$ cat src/rtl/bcm_pkg.sv
//------------------------------------------------------------------------------
// bcm_pkg: shared types and constants for the classifier metrics core
// Widths, metric codes, sequencer states and the log table.
//------------------------------------------------------------------------------
package bcm_pkg;

   localparam int COUNT_BITS = 24;
   localparam int NUM_BINS   = 10;
   localparam int BIN_W      = $clog2(NUM_BINS);
   localparam int BPS_W      = COUNT_BITS + 16;
   localparam int LL_W       = 48;
   localparam int BR_W       = 56;
   localparam int N_W        = COUNT_BITS + 2;
   // ECE sum: up to NUM_BINS * 2^BPS_W
   localparam int ECE_W      = BPS_W + BIN_W + 1;
   // divider operand width: widest dividend
   localparam int DIV_W      = BR_W;
   localparam int DCNT_W     = $clog2(DIV_W + 1);
   localparam logic [16:0] LN2_Q16 = 17'd45426;
   localparam logic [15:0] THR_RESET = 16'd32768;

   typedef enum logic [2:0] {
      MC_N        = 3'd0,
      MC_ACCURACY = 3'd1,
      MC_BALANCED = 3'd2,
      MC_PRECIS   = 3'd3,
      MC_RECALL   = 3'd4,
      MC_LOGLOSS  = 3'd5,
      MC_BRIER    = 3'd6,
      MC_ECE      = 3'd7
   } metric_type;

   typedef enum logic [3:0] {
      ST_IDLE,
      ST_ACCUM,
      ST_CLEAR,
      ST_ECE,
      ST_DIV_START,
      ST_DIV_WAIT,
      ST_EMIT,
      ST_SWEEP
   } state_type;

   typedef struct packed {
      logic start;
      logic [DIV_W-1:0] num;
      logic [DIV_W-1:0] den;
   } div_req_type;

   typedef struct packed {
      logic done;
      logic [DIV_W-1:0] quo;
   } div_rsp_type;

   // round(65536*ln(1+k/256)) via ln(1+x) = 2 atanh(k/(512+k)), Q62 series
   function automatic logic [15:0] ln_entry(input int unsigned k);
      logic [127:0] z, z2, term, sum;
      z    = (128'(k) << 62) / 128'(512 + k);
      z2   = (z * z) >> 62;
      term = z;
      sum  = '0;
      for (int j = 0; j < 64; j++) begin
         if (term != '0) begin
            sum  = sum + term / 128'(2 * j + 1);
            term = (term * z2) >> 62;
         end
      end
      sum = sum << 1;
      return 16'((sum + (128'd1 << 45)) >> 46);
   endfunction

   function automatic logic [256*16-1:0] ln_rom_build();
      logic [256*16-1:0] t;
      for (int k = 0; k < 256; k++) t[k*16 +: 16] = ln_entry(k);
      return t;
   endfunction

   localparam logic [256*16-1:0] LN_ROM = ln_rom_build();

   function automatic logic [15:0] ln_tab(input logic [7:0] k);
      return LN_ROM[{k, 4'd0} +: 16];
   endfunction

endpackage

$ cat src/rtl/bcm_divider.sv
//------------------------------------------------------------------------------
// bcm_divider: restoring divider, one quotient bit per cycle
// Unsigned num / den over DIV_W bits; den of zero is never started.
//------------------------------------------------------------------------------
module bcm_divider
   import bcm_pkg::*;
(
   input  logic        clock,
   input  logic        reset,
   input  div_req_type req,
   output div_rsp_type rsp
);

   logic [DIV_W-1:0]  quo_ff, quo_in;
   logic [DIV_W:0]    rem_ff, rem_in;
   logic [DIV_W-1:0]  den_ff, den_in;
   logic [DCNT_W-1:0] cnt_ff, cnt_in;
   logic              busy_ff, busy_in;
   logic              done_ff, done_in;
   logic [DIV_W:0]    shifted;

   always_comb begin
      quo_in  = quo_ff;
      rem_in  = rem_ff;
      den_in  = den_ff;
      cnt_in  = cnt_ff;
      busy_in = busy_ff;
      done_in = 1'b0;
      shifted = {rem_ff[DIV_W-1:0], quo_ff[DIV_W-1]};
      if (req.start) begin
         quo_in  = req.num;
         rem_in  = '0;
         den_in  = req.den;
         cnt_in  = DCNT_W'(DIV_W);
         busy_in = 1'b1;
      end else if (busy_ff) begin
         if (shifted >= {1'b0, den_ff}) begin
            rem_in = shifted - {1'b0, den_ff};
            quo_in = {quo_ff[DIV_W-2:0], 1'b1};
         end else begin
            rem_in = shifted;
            quo_in = {quo_ff[DIV_W-2:0], 1'b0};
         end
         cnt_in = cnt_ff - 1'b1;
         if (cnt_ff == DCNT_W'(1)) begin
            busy_in = 1'b0;
            done_in = 1'b1;
         end
      end
   end

   always_ff @(posedge clock) begin
      if (reset) begin
         busy_ff <= 1'b0;
         done_ff <= 1'b0;
         cnt_ff  <= '0;
      end else begin
         busy_ff <= busy_in;
         done_ff <= done_in;
         cnt_ff  <= cnt_in;
      end
      quo_ff <= quo_in;
      rem_ff <= rem_in;
      den_ff <= den_in;
   end

   assign rsp.done = done_ff;
   assign rsp.quo  = quo_ff;

   a_done_after_busy: assert property (@(posedge clock) disable iff (reset)
      done_ff |-> $past(busy_ff)) else $error("done without busy");
   a_no_start_busy: assert property (@(posedge clock) disable iff (reset)
      busy_ff |-> !req.start) else $error("start while busy");
   a_cnt_idle: assert property (@(posedge clock) disable iff (reset)
      !busy_ff |-> cnt_ff == '0) else $error("count left over");

endmodule

$ cat src/rtl/binary_classifier_metrics_core.sv
//------------------------------------------------------------------------------
// binary_classifier_metrics_core: confusion matrix, log loss, Brier and ECE
// Accumulates per-prediction statistics; on the last item emits 8 metrics.
//------------------------------------------------------------------------------
// channel  ports                                  direction
// req      req_valid/ready, probability,label,last  in
// rsp      rsp_valid/ready, code,value,undef,last   out
// csr      csr_write_enable, csr_write_data         in
//
// Non-last item: accept, square, accumulate.
// Last item: adds the ECE walk over the NUM_BINS bins, then the divides on
// the shared bit-serial divider (two divides for balanced accuracy), plus
// one result transfer per metric; the sums are cleared bin by bin after
// the eighth result.
// req_ready is low while an item is in work; rsp stalls hold the sequencer.
//------------------------------------------------------------------------------
module binary_classifier_metrics_core
   import bcm_pkg::*;
(
   input  logic        clock,
   input  logic        reset,
   input  logic        req_valid,
   output logic        req_ready,
   input  logic [15:0] req_probability,
   input  logic        req_label,
   input  logic        req_last_item,
   output logic        rsp_valid,
   input  logic        rsp_ready,
   output logic [2:0]  rsp_metric_code,
   output logic [23:0] rsp_metric_value,
   output logic        rsp_undefined,
   output logic        rsp_last_result,
   input  logic        csr_write_enable,
   input  logic [15:0] csr_write_data
);

   state_type state_ff, state_in;
   logic [15:0] thr_ff;
   logic [15:0] prob_ff;
   logic        lab_ff, last_ff;
   logic [COUNT_BITS-1:0] tp_ff, tn_ff, fp_ff, fn_ff;
   logic [LL_W-1:0]  ll_ff;
   logic [BR_W-1:0]  br_ff;
   logic [BPS_W-1:0] bps_ff [NUM_BINS];
   logic [COUNT_BITS-1:0] bls_ff [NUM_BINS];
   logic [ECE_W-1:0] ece_ff;
   logic [BIN_W-1:0] bin_ff;
   logic [2:0]  code_ff, code_in;
   logic        half_ff;   // balanced accuracy: second ratio pending
   logic [DIV_W-1:0] tpr_ff;
   logic [31:0] sq_ff;
   logic [23:0] val_ff;
   logic        und_ff;
   logic        div_start;
   div_req_type dreq;
   div_rsp_type drsp;

   // per-item combinational terms
   logic [16:0] diff;
   logic [16:0] q;
   logic [3:0]  lead;
   logic [7:0]  frac;
   logic [20:0] nl;
   logic [19:0] binp;
   logic [BIN_W-1:0] bin;
   logic        pos;
   logic [N_W-1:0] n;
   logic [BPS_W-1:0] lsh, ad;
   logic [DIV_W-1:0] num, den;
   logic        dz;
   logic [DIV_W-1:0] val;

   always_comb begin
      diff = lab_ff ? 17'h10000 - {1'b0, prob_ff} : {1'b0, prob_ff};
      q    = lab_ff ? {1'b0, prob_ff} : 17'h10000 - {1'b0, prob_ff};
      lead = '0;
      for (int i = 0; i < 16; i++) if (q[i]) lead = 4'(i);
      frac = 8'((q[15:0] << (4'd15 - lead)) >> 7);
      nl   = 21'(5'd16 - {1'b0, lead}) * 21'(LN2_Q16) - 21'(ln_tab(frac));
      binp = 20'((36'(prob_ff) * NUM_BINS) >> 16);
      bin  = (binp >= 20'(NUM_BINS)) ? BIN_W'(NUM_BINS - 1) : BIN_W'(binp);
      pos  = prob_ff >= thr_ff;
      n    = N_W'(tp_ff) + N_W'(tn_ff) + N_W'(fp_ff) + N_W'(fn_ff);
      lsh  = {bls_ff[bin_ff], 16'd0};
      ad   = (bps_ff[bin_ff] >= lsh) ? bps_ff[bin_ff] - lsh : lsh - bps_ff[bin_ff];
   end

   // dividend / divisor for the current code
   always_comb begin
      num = '0;
      den = DIV_W'(n);
      unique case (metric_type'(code_ff))
         MC_ACCURACY: num = DIV_W'(N_W'(tp_ff) + N_W'(tn_ff)) << 16;
         MC_BALANCED: begin
            if (!half_ff) begin
               num = DIV_W'(tp_ff) << 16;
               den = DIV_W'(N_W'(tp_ff) + N_W'(fn_ff));
            end else begin
               num = DIV_W'(tn_ff) << 16;
               den = DIV_W'(N_W'(tn_ff) + N_W'(fp_ff));
            end
         end
         MC_PRECIS: begin
            num = DIV_W'(tp_ff) << 16;
            den = DIV_W'(N_W'(tp_ff) + N_W'(fp_ff));
         end
         MC_RECALL: begin
            num = DIV_W'(tp_ff) << 16;
            den = DIV_W'(N_W'(tp_ff) + N_W'(fn_ff));
         end
         MC_LOGLOSS: num = DIV_W'(ll_ff);
         MC_BRIER:   num = br_ff;
         MC_ECE:     num = DIV_W'(ece_ff);
         MC_N:       num = '0;
         default:    num = '0;
      endcase
      dz = (den == '0);
      if (code_ff == MC_BALANCED) begin
         dz = (N_W'(tp_ff) + N_W'(fn_ff) == '0) || (N_W'(tn_ff) + N_W'(fp_ff) == '0);
      end
   end

   assign dreq = {div_start, num, den};

   always_comb begin
      val = drsp.quo;
      if (code_ff == MC_BRIER) val = drsp.quo >> 16;
      if (code_ff == MC_BALANCED) val = DIV_W'((65'(tpr_ff) + 65'(drsp.quo)) >> 1);
   end

   always_comb begin
      state_in  = state_ff;
      code_in   = code_ff;
      div_start = 1'b0;
      unique case (state_ff)
         ST_IDLE:  if (req_valid) state_in = ST_CLEAR;
         ST_CLEAR: state_in = ST_ACCUM;
         ST_ACCUM: state_in = last_ff ? ST_ECE : ST_IDLE;
         ST_ECE: begin
            if (bin_ff == BIN_W'(NUM_BINS - 1)) begin
               state_in = ST_EMIT;
               code_in  = MC_N;
            end
         end
         ST_DIV_START: begin
            if (dz) state_in = ST_EMIT;
            else begin
               div_start = 1'b1;
               state_in  = ST_DIV_WAIT;
            end
         end
         ST_DIV_WAIT: begin
            if (drsp.done) begin
               if (code_ff == MC_BALANCED && !half_ff) state_in = ST_DIV_START;
               else state_in = ST_EMIT;
            end
         end
         ST_EMIT: begin
            if (rsp_ready) begin
               code_in = code_ff + 3'd1;
               state_in = (code_ff == MC_ECE) ? ST_SWEEP : ST_DIV_START;
            end
         end
         ST_SWEEP: if (bin_ff == BIN_W'(NUM_BINS - 1)) state_in = ST_IDLE;
         default: state_in = ST_IDLE;
      endcase
   end

   logic emit_load;
   assign emit_load = (state_ff == ST_ECE && bin_ff == BIN_W'(NUM_BINS - 1))
      || (state_ff == ST_DIV_START && dz)
      || (state_ff == ST_DIV_WAIT && drsp.done
          && !(code_ff == MC_BALANCED && !half_ff));

   always_ff @(posedge clock) begin
      if (reset) begin
         state_ff <= ST_IDLE;
         thr_ff   <= THR_RESET;
         code_ff  <= MC_N;
         bin_ff   <= '0;
         half_ff  <= 1'b0;
         tp_ff <= '0; tn_ff <= '0; fp_ff <= '0; fn_ff <= '0;
         ll_ff <= '0; br_ff <= '0;
         for (int i = 0; i < NUM_BINS; i++) begin
            bps_ff[i] <= '0;
            bls_ff[i] <= '0;
         end
      end else begin
         state_ff <= state_in;
         code_ff  <= code_in;
         if (csr_write_enable) thr_ff <= csr_write_data;
         if (state_ff == ST_IDLE && req_valid) begin
            prob_ff <= (req_probability == 16'd0) ? 16'd1 : req_probability;
            lab_ff  <= req_label;
            last_ff <= req_last_item;
         end
         if (state_ff == ST_CLEAR) sq_ff <= 32'(diff) * 32'(diff);
         if (state_ff == ST_ACCUM) begin
            if (pos && lab_ff)   tp_ff <= tp_ff + 1'b1;
            if (!pos && !lab_ff) tn_ff <= tn_ff + 1'b1;
            if (pos && !lab_ff)  fp_ff <= fp_ff + 1'b1;
            if (!pos && lab_ff)  fn_ff <= fn_ff + 1'b1;
            ll_ff <= ll_ff + LL_W'(nl);
            br_ff <= br_ff + BR_W'({diff[16], sq_ff} & 33'h1_FFFF_FFFF) +
                     (diff[16] ? BR_W'(34'h1_0000_0000) : '0);
            bps_ff[bin] <= bps_ff[bin] + BPS_W'(prob_ff);
            bls_ff[bin] <= bls_ff[bin] + COUNT_BITS'(lab_ff);
            bin_ff <= '0;
            ece_ff <= '0;
         end
         if (state_ff == ST_ECE) begin
            ece_ff <= ece_ff + ECE_W'(ad);
            bin_ff <= (bin_ff == BIN_W'(NUM_BINS - 1)) ? '0 : bin_ff + 1'b1;
         end
         if (state_ff == ST_DIV_WAIT && drsp.done && code_ff == MC_BALANCED) begin
            half_ff <= ~half_ff;
            tpr_ff  <= drsp.quo;
         end
         if (state_ff == ST_SWEEP) begin
            bps_ff[bin_ff] <= '0;
            bls_ff[bin_ff] <= '0;
            bin_ff <= (bin_ff == BIN_W'(NUM_BINS - 1)) ? '0 : bin_ff + 1'b1;
            if (bin_ff == BIN_W'(NUM_BINS - 1)) begin
               tp_ff <= '0; tn_ff <= '0; fp_ff <= '0; fn_ff <= '0;
               ll_ff <= '0; br_ff <= '0;
            end
         end
      end
      if (emit_load) begin
         if (state_ff == ST_ECE) begin
            val_ff <= (n > N_W'(24'hFFFFFF)) ? 24'hFFFFFF : 24'(n);
            und_ff <= 1'b0;
         end else if (state_ff == ST_DIV_START) begin
            val_ff <= '0;
            und_ff <= 1'b1;
         end else begin
            val_ff <= (val > DIV_W'(24'hFFFFFF)) ? 24'hFFFFFF : 24'(val);
            und_ff <= 1'b0;
         end
      end
   end

   bcm_divider u_div (
      .clock (clock),
      .reset (reset),
      .req   (dreq),
      .rsp   (drsp)
   );

   assign req_ready        = (state_ff == ST_IDLE);
   assign rsp_valid        = (state_ff == ST_EMIT);
   assign rsp_metric_code  = code_ff;
   assign rsp_metric_value = val_ff;
   assign rsp_undefined    = und_ff;
   assign rsp_last_result  = (code_ff == MC_ECE);

   a_excl: assert property (@(posedge clock) disable iff (reset)
      !(req_ready && rsp_valid)) else $error("ready during emit");
   a_und_zero: assert property (@(posedge clock) disable iff (reset)
      rsp_valid && rsp_undefined |-> rsp_metric_value == '0)
      else $error("undefined with value");
   a_n_def: assert property (@(posedge clock) disable iff (reset)
      rsp_valid && rsp_metric_code == MC_N |-> !rsp_undefined)
      else $error("count undefined");
   a_seq: assert property (@(posedge clock) disable iff (reset)
      rsp_valid && rsp_ready && rsp_metric_code != MC_ECE |=>
      rsp_metric_code == $past(rsp_metric_code) + 3'd1)
      else $error("code order");

endmodule

$ cat config.mk
export PLATFORM = sky130hd
export DESIGN_NAME = binary_classifier_metrics_core
export DESIGN_NICKNAME = d
export VERILOG_FILES = /design/src/rtl/bcm_pkg.sv /design/src/rtl/bcm_divider.sv /design/src/rtl/binary_classifier_metrics_core.sv
export SDC_FILE = /design/constraint.sdc
export NUM_CORES = 2
export LEC_CHECK = 0
export BUFFER_PORTS_ARGS = -buffer_cell sky130_fd_sc_hd__buf_2
export CORE_UTILIZATION = 45
export CTS_CLUSTER_SIZE = 14
export DETAILED_ROUTE_END_ITERATION = 6
export GPL_TIMING_DRIVEN = 0
export PLACE_DENSITY_LB_ADDON = 0.25
export SLEW_MARGIN = 20
export SYNTH_ARGS = -nofsm -noshare
export SYNTH_HDL_FRONTEND = slang
export SYNTH_HIERARCHICAL = 1
export SYNTH_SLANG_ARGS = --single-unit
$ cat constraint.sdc
create_clock -name clock -period 21.1 [get_ports clock]
set_clock_uncertainty 0.1 [all_clocks]
set_input_delay 4.22 -clock clock [delete_from_list [all_inputs] [get_ports clock]]
set_output_delay 4.22 -clock clock [all_outputs]
set_load 0.01 [all_outputs]
### Word-level counts from Yosys, hierarchy flattened

Memory sizes are Yosys's and may differ from the RTL's. A register that Yosys moved wholly into a read port is not among the register bits.
Cells that the tools add are included.

* memories: 2
* input port bits: 39
* bits in registers: 580
* bits in writable memories: 640

* shifts and indexed selects: 2
* equality and inequality tests: 21
* order comparisons: 6
* reduce and logical (&&, ||, !) cells: 41
* multiply operators: 3
* $add $sub $neg: 30
* multiplexer cells: 109
* bitwise logic cells: 3

Memories
* bps_ff: words 10, width 40, read ports 2, clocked after memory_dff 1, write ports 10, RTL line binary_classifier_metrics_core.sv:44 `logic [BPS_W-1:0] bps_ff [NUM_BINS];`
* bls_ff: words 10, width 24, read ports 2, clocked after memory_dff 1, write ports 10, RTL line binary_classifier_metrics_core.sv:45 `logic [COUNT_BITS-1:0] bls_ff [NUM_BINS];`

Operators with widths (number)
* $shiftx A4096 B13 Y16 const A: 1
* $mux W24: 22
* $mux W56: 8
* $pmux W56 S7: 1
* $add A24 B24 Y25: 7
* $mux W40: 4
* $mux W48: 3
* $add A56 B33 Y56: 2
* $mux W4: 26
* $add A24 B1 Y24 const B: 4
* $mux W45: 2
* $reduce_or A40 Y1: 2
* $sub A40 B40 Y40: 2
* $pmux W26 S3: 1
* $add A56 B56 Y57: 1
* $ge A57 B56 Y1: 1
* $gt A56 B24 Y1 const B: 1
* $logic_not A56 Y1: 1
* $sub A56 B56 Y56: 1
* $logic_not A26 Y1: 2
* $add A48 B21 Y48: 1
* $reduce_or A24 Y1: 2
* $add A45 B40 Y45: 1
* $add A40 B16 Y40: 1
* other kinds (52): 118

### Depth between registers and ports, before layout

* depth after elaboration: 25
* depth in mapped cells: 57
* depth with buffers taken out: 47

### Modules after synthesis

Netlist, hierarchy kept.

By module, submodules not included
* binary_classifier_metrics_core: cells an instance 9624, area an instance 99032.5 µm², seq. area each 40629.0 µm², instances 1
* bcm_divider: cells an instance 1024, area an instance 10207.3 µm², seq. area each 4644.5 µm², instances 1

### Worst setup path before layout

No wires, ideal clock.

* kind: reg-to-reg
* start: register prob_ff[0]
* end: register ll_ff[39]
* data required time: 20872 ps
* stages on the path, launching flop included: 55
* setup slack: 10351 ps
* period minus slack after synthesis: 10749 ps
* data arrival time: 10522 ps
* path buffers: 12
* cell sequence: edfxtp_1 -> buf_2 -> clkbuf_1 -> inv_1 -> ha_1 -> buf_4 -> or3b_1 -> clkbuf_1 -> o2111a_1 -> a31o_1 -> o21ba_2 -> buf_2 -> a211oi_2 -> buf_4 -> nand2_1 -> o22ai_1 -> or2_1 -> buf_4 -> [... 19 more ...] -> o21bai_1 -> a21oi_1 -> o21bai_1 -> a21oi_1 -> o21bai_1 -> a21oi_1 -> o21bai_1 -> a21oi_1 -> and3_1 -> nand3_1 -> xnor2_1 -> ha_1 -> or3_1 -> o31ai_1 -> clkbuf_1 -> nor3_1 -> xnor2_1 -> nor2_1

* word-level cells in the longest chain between the ends: 25
* elaborated cells between the ends (all ways): 27
* classes of those cells: add/sub: 5; mul: 1; shift: 2; mux: 19

Ends and longest elaborated chain
* from (decl): RTL line binary_classifier_metrics_core.sv:39 `logic [15:0] prob_ff;`
* from (signal assigned): RTL line binary_classifier_metrics_core.sv:193 `prob_ff <= (req_probability == 16'd0) ? 16'd1 : req_probability;`
* $sub A17 B16 Y17: RTL line binary_classifier_metrics_core.sv:75 `q = lab_ff ? {1'b0, prob_ff} : 17'h10000 - {1'b0, prob_ff};`
* $mux W16 (*): RTL line binary_classifier_metrics_core.sv:75
* parallel branches: the longest is 18 deep, another holds $mux W4
* $sub A21 B16 Y21 (*): RTL line binary_classifier_metrics_core.sv:79 `nl = 21'(5'd16 - {1'b0, lead}) * 21'(LN2_Q16) - 21'(ln_tab(frac));`
* $add A48 B21 Y48 (*): RTL line binary_classifier_metrics_core.sv:203 `ll_ff <= ll_ff + LL_W'(nl);`
* $mux W48 (*): RTL line binary_classifier_metrics_core.sv:198 `if (state_ff == ST_ACCUM) begin`
* $mux W48: RTL line binary_classifier_metrics_core.sv:223 `if (bin_ff == BIN_W'(NUM_BINS - 1)) begin`
* $mux W48 (*): RTL line binary_classifier_metrics_core.sv:219 `if (state_ff == ST_SWEEP) begin`
* to (signal assigned): RTL line binary_classifier_metrics_core.sv:203
* to (decl): RTL line binary_classifier_metrics_core.sv:42 `logic [LL_W-1:0] ll_ff;`

Mark *: on every way between the ends.
A chain may end at the register's enable or synchronous reset.

### Worst setup path in the final report

* start: register prob_ff[0]
* end: register ll_ff[47]

Same word-level chain as after synthesis.

==> results summary <==
The flow ran to the end, but the final reports show violations. The final reports fail on design-rule violations. The post-synthesis instance area is 0.1092 mm^2.

The number of global-route vias before repair came out at 89170. The final number of hold-violating endpoints came out at 0. The number of failing setup endpoints in the final timing report is 0. The global-route total usage across every layer came out at 0.3393. Power spread over the standard cell area amounts to 128.6 mW/mm^2. The first global-routing pass estimated 606.2 mm of wire. The count of H-tree levels built during CTS is 4.

In this run the worst setup path begins at prob_ff[0]$_SDFFCE_PN1P_. The number of vias after detailed routing came out at 92030. The actual transition at the worst max-transition pin is 1320 ps. The setup slack of the most critical reg-to-reg path came out at 4780 ps. The setup TNS is 0 ps. The residual DRC count came out at 12.

The number of I/O port buffers is 67. The final critical delay including setup and external delays came out at 16320 ps. The post-placement cell area is 0.1153 mm^2.

Setup repair after global routing left no endpoint under its margin. The maximum clock frequency came out at 61.29 MHz. The critical path required time came out at 21670 ps. STA classifies the critical path startpoint as a register.

The leakage power total is 47.31 nW. In the synthesized netlist the dominant register cell turns out to be edfxtp_1. The count of nets after finishing is 11950. The sum of buffers and inverters on the critical path came out at 13. The count of filler cells inserted in the layout is 21890. The kind of cell adding the most delay to the critical path is buffers and inverters. The max-cap violation count is 0. The count of boundary I/O pins is 70. The synthesis warning total is 6.

The standard cell core area came out at 0.2410 mm^2. Entering global routing, the biggest net connects 57 pins. The number of buffers inserted for hold repair after clock tree synthesis is 0.

The tightest min-delay check is of the register to register type. The number of antenna violations at the first check in global routing came out at 16. The period utilization is 0.7733. The count of placed standard cells including taps came out at 14010. Of all nets on the critical path, the largest fanout is 19.

The last weighted congestion value of the routability-driven placer came out at 1.014. After global routing the overflow that remains totals 0. After routing the design area is 0.1213 mm^2. The routed wire length came out at 422.7 mm.

The width of the chip is 494.7 um. The max-slew violation count is 0. In this run the deepest clock path goes through 3 buffers. Measured along the y axis, the die boundary spans 494.7 um. The detailed placer's ending HPWL came out at 316.1 mm. In this design, the stage delay of the slowest critical-path cell is 800 ps. The post-CTS resize count is 0. The worst relative slew slack is 0.1200. IR analysis of the VDD net gives a maximum drop of 0.4244 mV. The final instance count without filler cells came out at 14350.

The category of the worst setup path capture point is a register. The share of the Yosys chip area taken by registers is 0.4144. The clock-pin slew on the worst setup and hold paths came out at 60 ps. The overall die area is 0.2447 mm^2. Before antenna repair, the detailed router went through 7 iterations. In the final routed layout, each cell accounts on average for 29.46 um. Among the stages of the critical path, the cell type that occurs most often is a21oi_1. The critical hold path startpoint is br_ff[0]$_SDFF_PP0_.

The layout overhead on the synthesized area is 11.00%. In this run the clock root is driven by a clkbuf_16. The number of antenna-violating nets in the routed design is 0. The tightest hold path in the finished design has a slack of 382.0 ps.

The effective utilization at floorplan came out at 0.4533. The later pin in the worst-skew pair is clocked with a latency of 870 ps. The share of layout cells above drive strength 1 is 0.1002. The violation count after the first detailed-routing iteration came out at 12410. The fraction of registers with async set/reset came out at 0. Dividing the detail-routed via count by the number of cells gives 6.414. STA puts the critical path data arrival time at 16890 ps. The number of unique standard cell types used by synthesis is 121.

By startpoint and endpoint, the worst setup path is classified as register to register. The synthesized flop and latch total is 1606. In this run the post-CTS setup repair buffer count came out at 0. The number of clock sinks seen by CTS came out at 1606. The slowest stage of the critical path is the clkbuf_1 cell. The number of placement rows is 180. The synthesized instance count is 10650. The total clock buffers created by CTS is 181. Dividing the synthesized area by the synthesized cell count gives 10.26 um^2.

TritonCTS built the clock tree. The synthesized design contains 1311 enable-type register cells. The startpoint identified for the worst register-to-register timing path is prob_ff[0]$_SDFFCE_PN1P_.
## Yosys cell counts, types with 123 or more instances
library cell     n  area share
clkbuf_1       436       0.015
xnor2_1        338       0.027
fa_1           260       0.048
inv_1          646       0.022
and3_1         123      0.0070
xor2_1         198       0.016
ha_1           646       0.074
o21ai_0        459       0.021
dfxtp_1        295       0.054
nor2_1        1355       0.047
mux2i_1        207       0.019
nor3_1         194      0.0089
nand3_1        244       0.011
mux4_2         326       0.067
nand2_1        943       0.032
a21oi_1        604       0.028
edfxtp_1      1311        0.36
a21o_1         171       0.012
## cell type report
class / instances / area (um^2) / area share
Clock inverter: 108 / 1106 / 0.009122
Multi-Input combinational cell: 7815 / 59460 / 0.4904
Sequential cell: 1606 / 45270 / 0.3734
Inverter: 656 / 2465 / 0.02033
Antenna cell: 9 / 22.52 / 0.0001857
Timing Repair Buffer: 135 / 1587 / 0.01308
Clock buffer: 226 / 4827 / 0.03981
Tap cell: 3185 / 3985 / 0.03287
Buffer: 609 / 2529 / 0.02085
## cells in the final DEF (no fill, tap or decap), types with 76 or more instances in the layout
master     netlist  layout
ha_1           646     646
a211oi_1       119     119
nand4_1         91      91
clkbuf_16        0     185
buf_2           66     144
a21o_1         171     171
xor2_1         198     196
mux2_2          78      78
nand2b_1        76      76
mux4_2         326     326
clkbuf_1       436     436
a31oi_1        102     102
fa_1           260     260
nor2_1        1355    1343
nand2_1        943     934
o211ai_1        91      91
edfxtp_1      1311    1311
and3_1         123     122
mux2i_1        207     207
a21oi_1        604     604
nand3_1        244     244
inv_1          646     645
dfxtp_1        295     295
or3_1          106     106
xnor2_1        338     329
nor3_1         194     188
o21ai_0        459     457
## kinds of logic after synthesis
kind of cell | after synthesis | synth area share
other | 2 | 0.00006875
multiplexers | 611 | 0.09422
adder cells (fa/ha/maj) | 906 | 0.1216
AND/OR/NAND/NOR | 3442 | 0.1422
AO/OA/AOI/OAI | 2268 | 0.1375
buffers and inverters | 1265 | 0.04515
flip-flops | 1606 | 0.4144
XOR/XNOR | 548 | 0.04476
## per-layer routing
layer | vias to the layer above | share of wire | routed length [um] | GRT usage
li1 | 39740 | - | - | -
met1 | 45320 | 0.39 | 162800 | 0.4381
met2 | 5629 | 0.44 | 184800 | 0.5201
met3 | 1327 | 0.11 | 47230 | 0.08485
met4 | 14 | 0.066 | 27770 | 0.1896
met5 | - | 0.00028 | 119 | 0
## per-stage QoR
step	util	setup slack (ps)	power, mW
final	0.5032	4783	15.59
after CTS	0.5029	4949	15.46
after detailed placement	0.4783	5011	12.16
after global routing	0.5031	4183	16.47
after floorplan	-	10350	9.512
after global placement	0.4718	4516	12.13
## where the power goes
part	total (mW)	leakage, nW	internal [mW]	switching [mW]
clock network	3.20	2.89	1.80	1.41
registers	4.00	15.6	3.85	0.153
logic	8.38	28.8	3.03	5.35
## final timing paths
path | endpoint | cells after the start
setup / recovery | ll_ff[47]$_SDFF_PP0_ | 53
hold / removal | br_ff[0]$_SDFF_PP0_ | 2
setup reg to reg | ll_ff[47]$_SDFF_PP0_ | 53
hold reg to reg | br_ff[0]$_SDFF_PP0_ | 2
## worst min-delay path, stage by stage, from the launching register on
cell and delay (ps):
dfxtp_1 320, nand2_1 60, a21oi_1 50
## registers in the layout (all words and copies together) (netlist names), 6 cells and up, named ones only
| signal | flops |
|---|---|
| bls_ff | 384 |
| bps_ff | 640 |
| br_ff | 56 |
| ece_ff | 45 |
| fn_ff | 24 |
| fp_ff | 24 |
| ll_ff | 48 |
| prob_ff | 16 |
| rsp_metric_value | 24 |
| sq_ff | 31 |
| thr_ff | 16 |
| tn_ff | 24 |
| tp_ff | 24 |
| tpr_ff | 56 |
| u_div/cnt_ff | 6 |
| u_div/den_ff | 56 |
| u_div/quo_ff | 56 |
| u_div/rem_ff | 56 |
(Power assumes the default switching activity.)
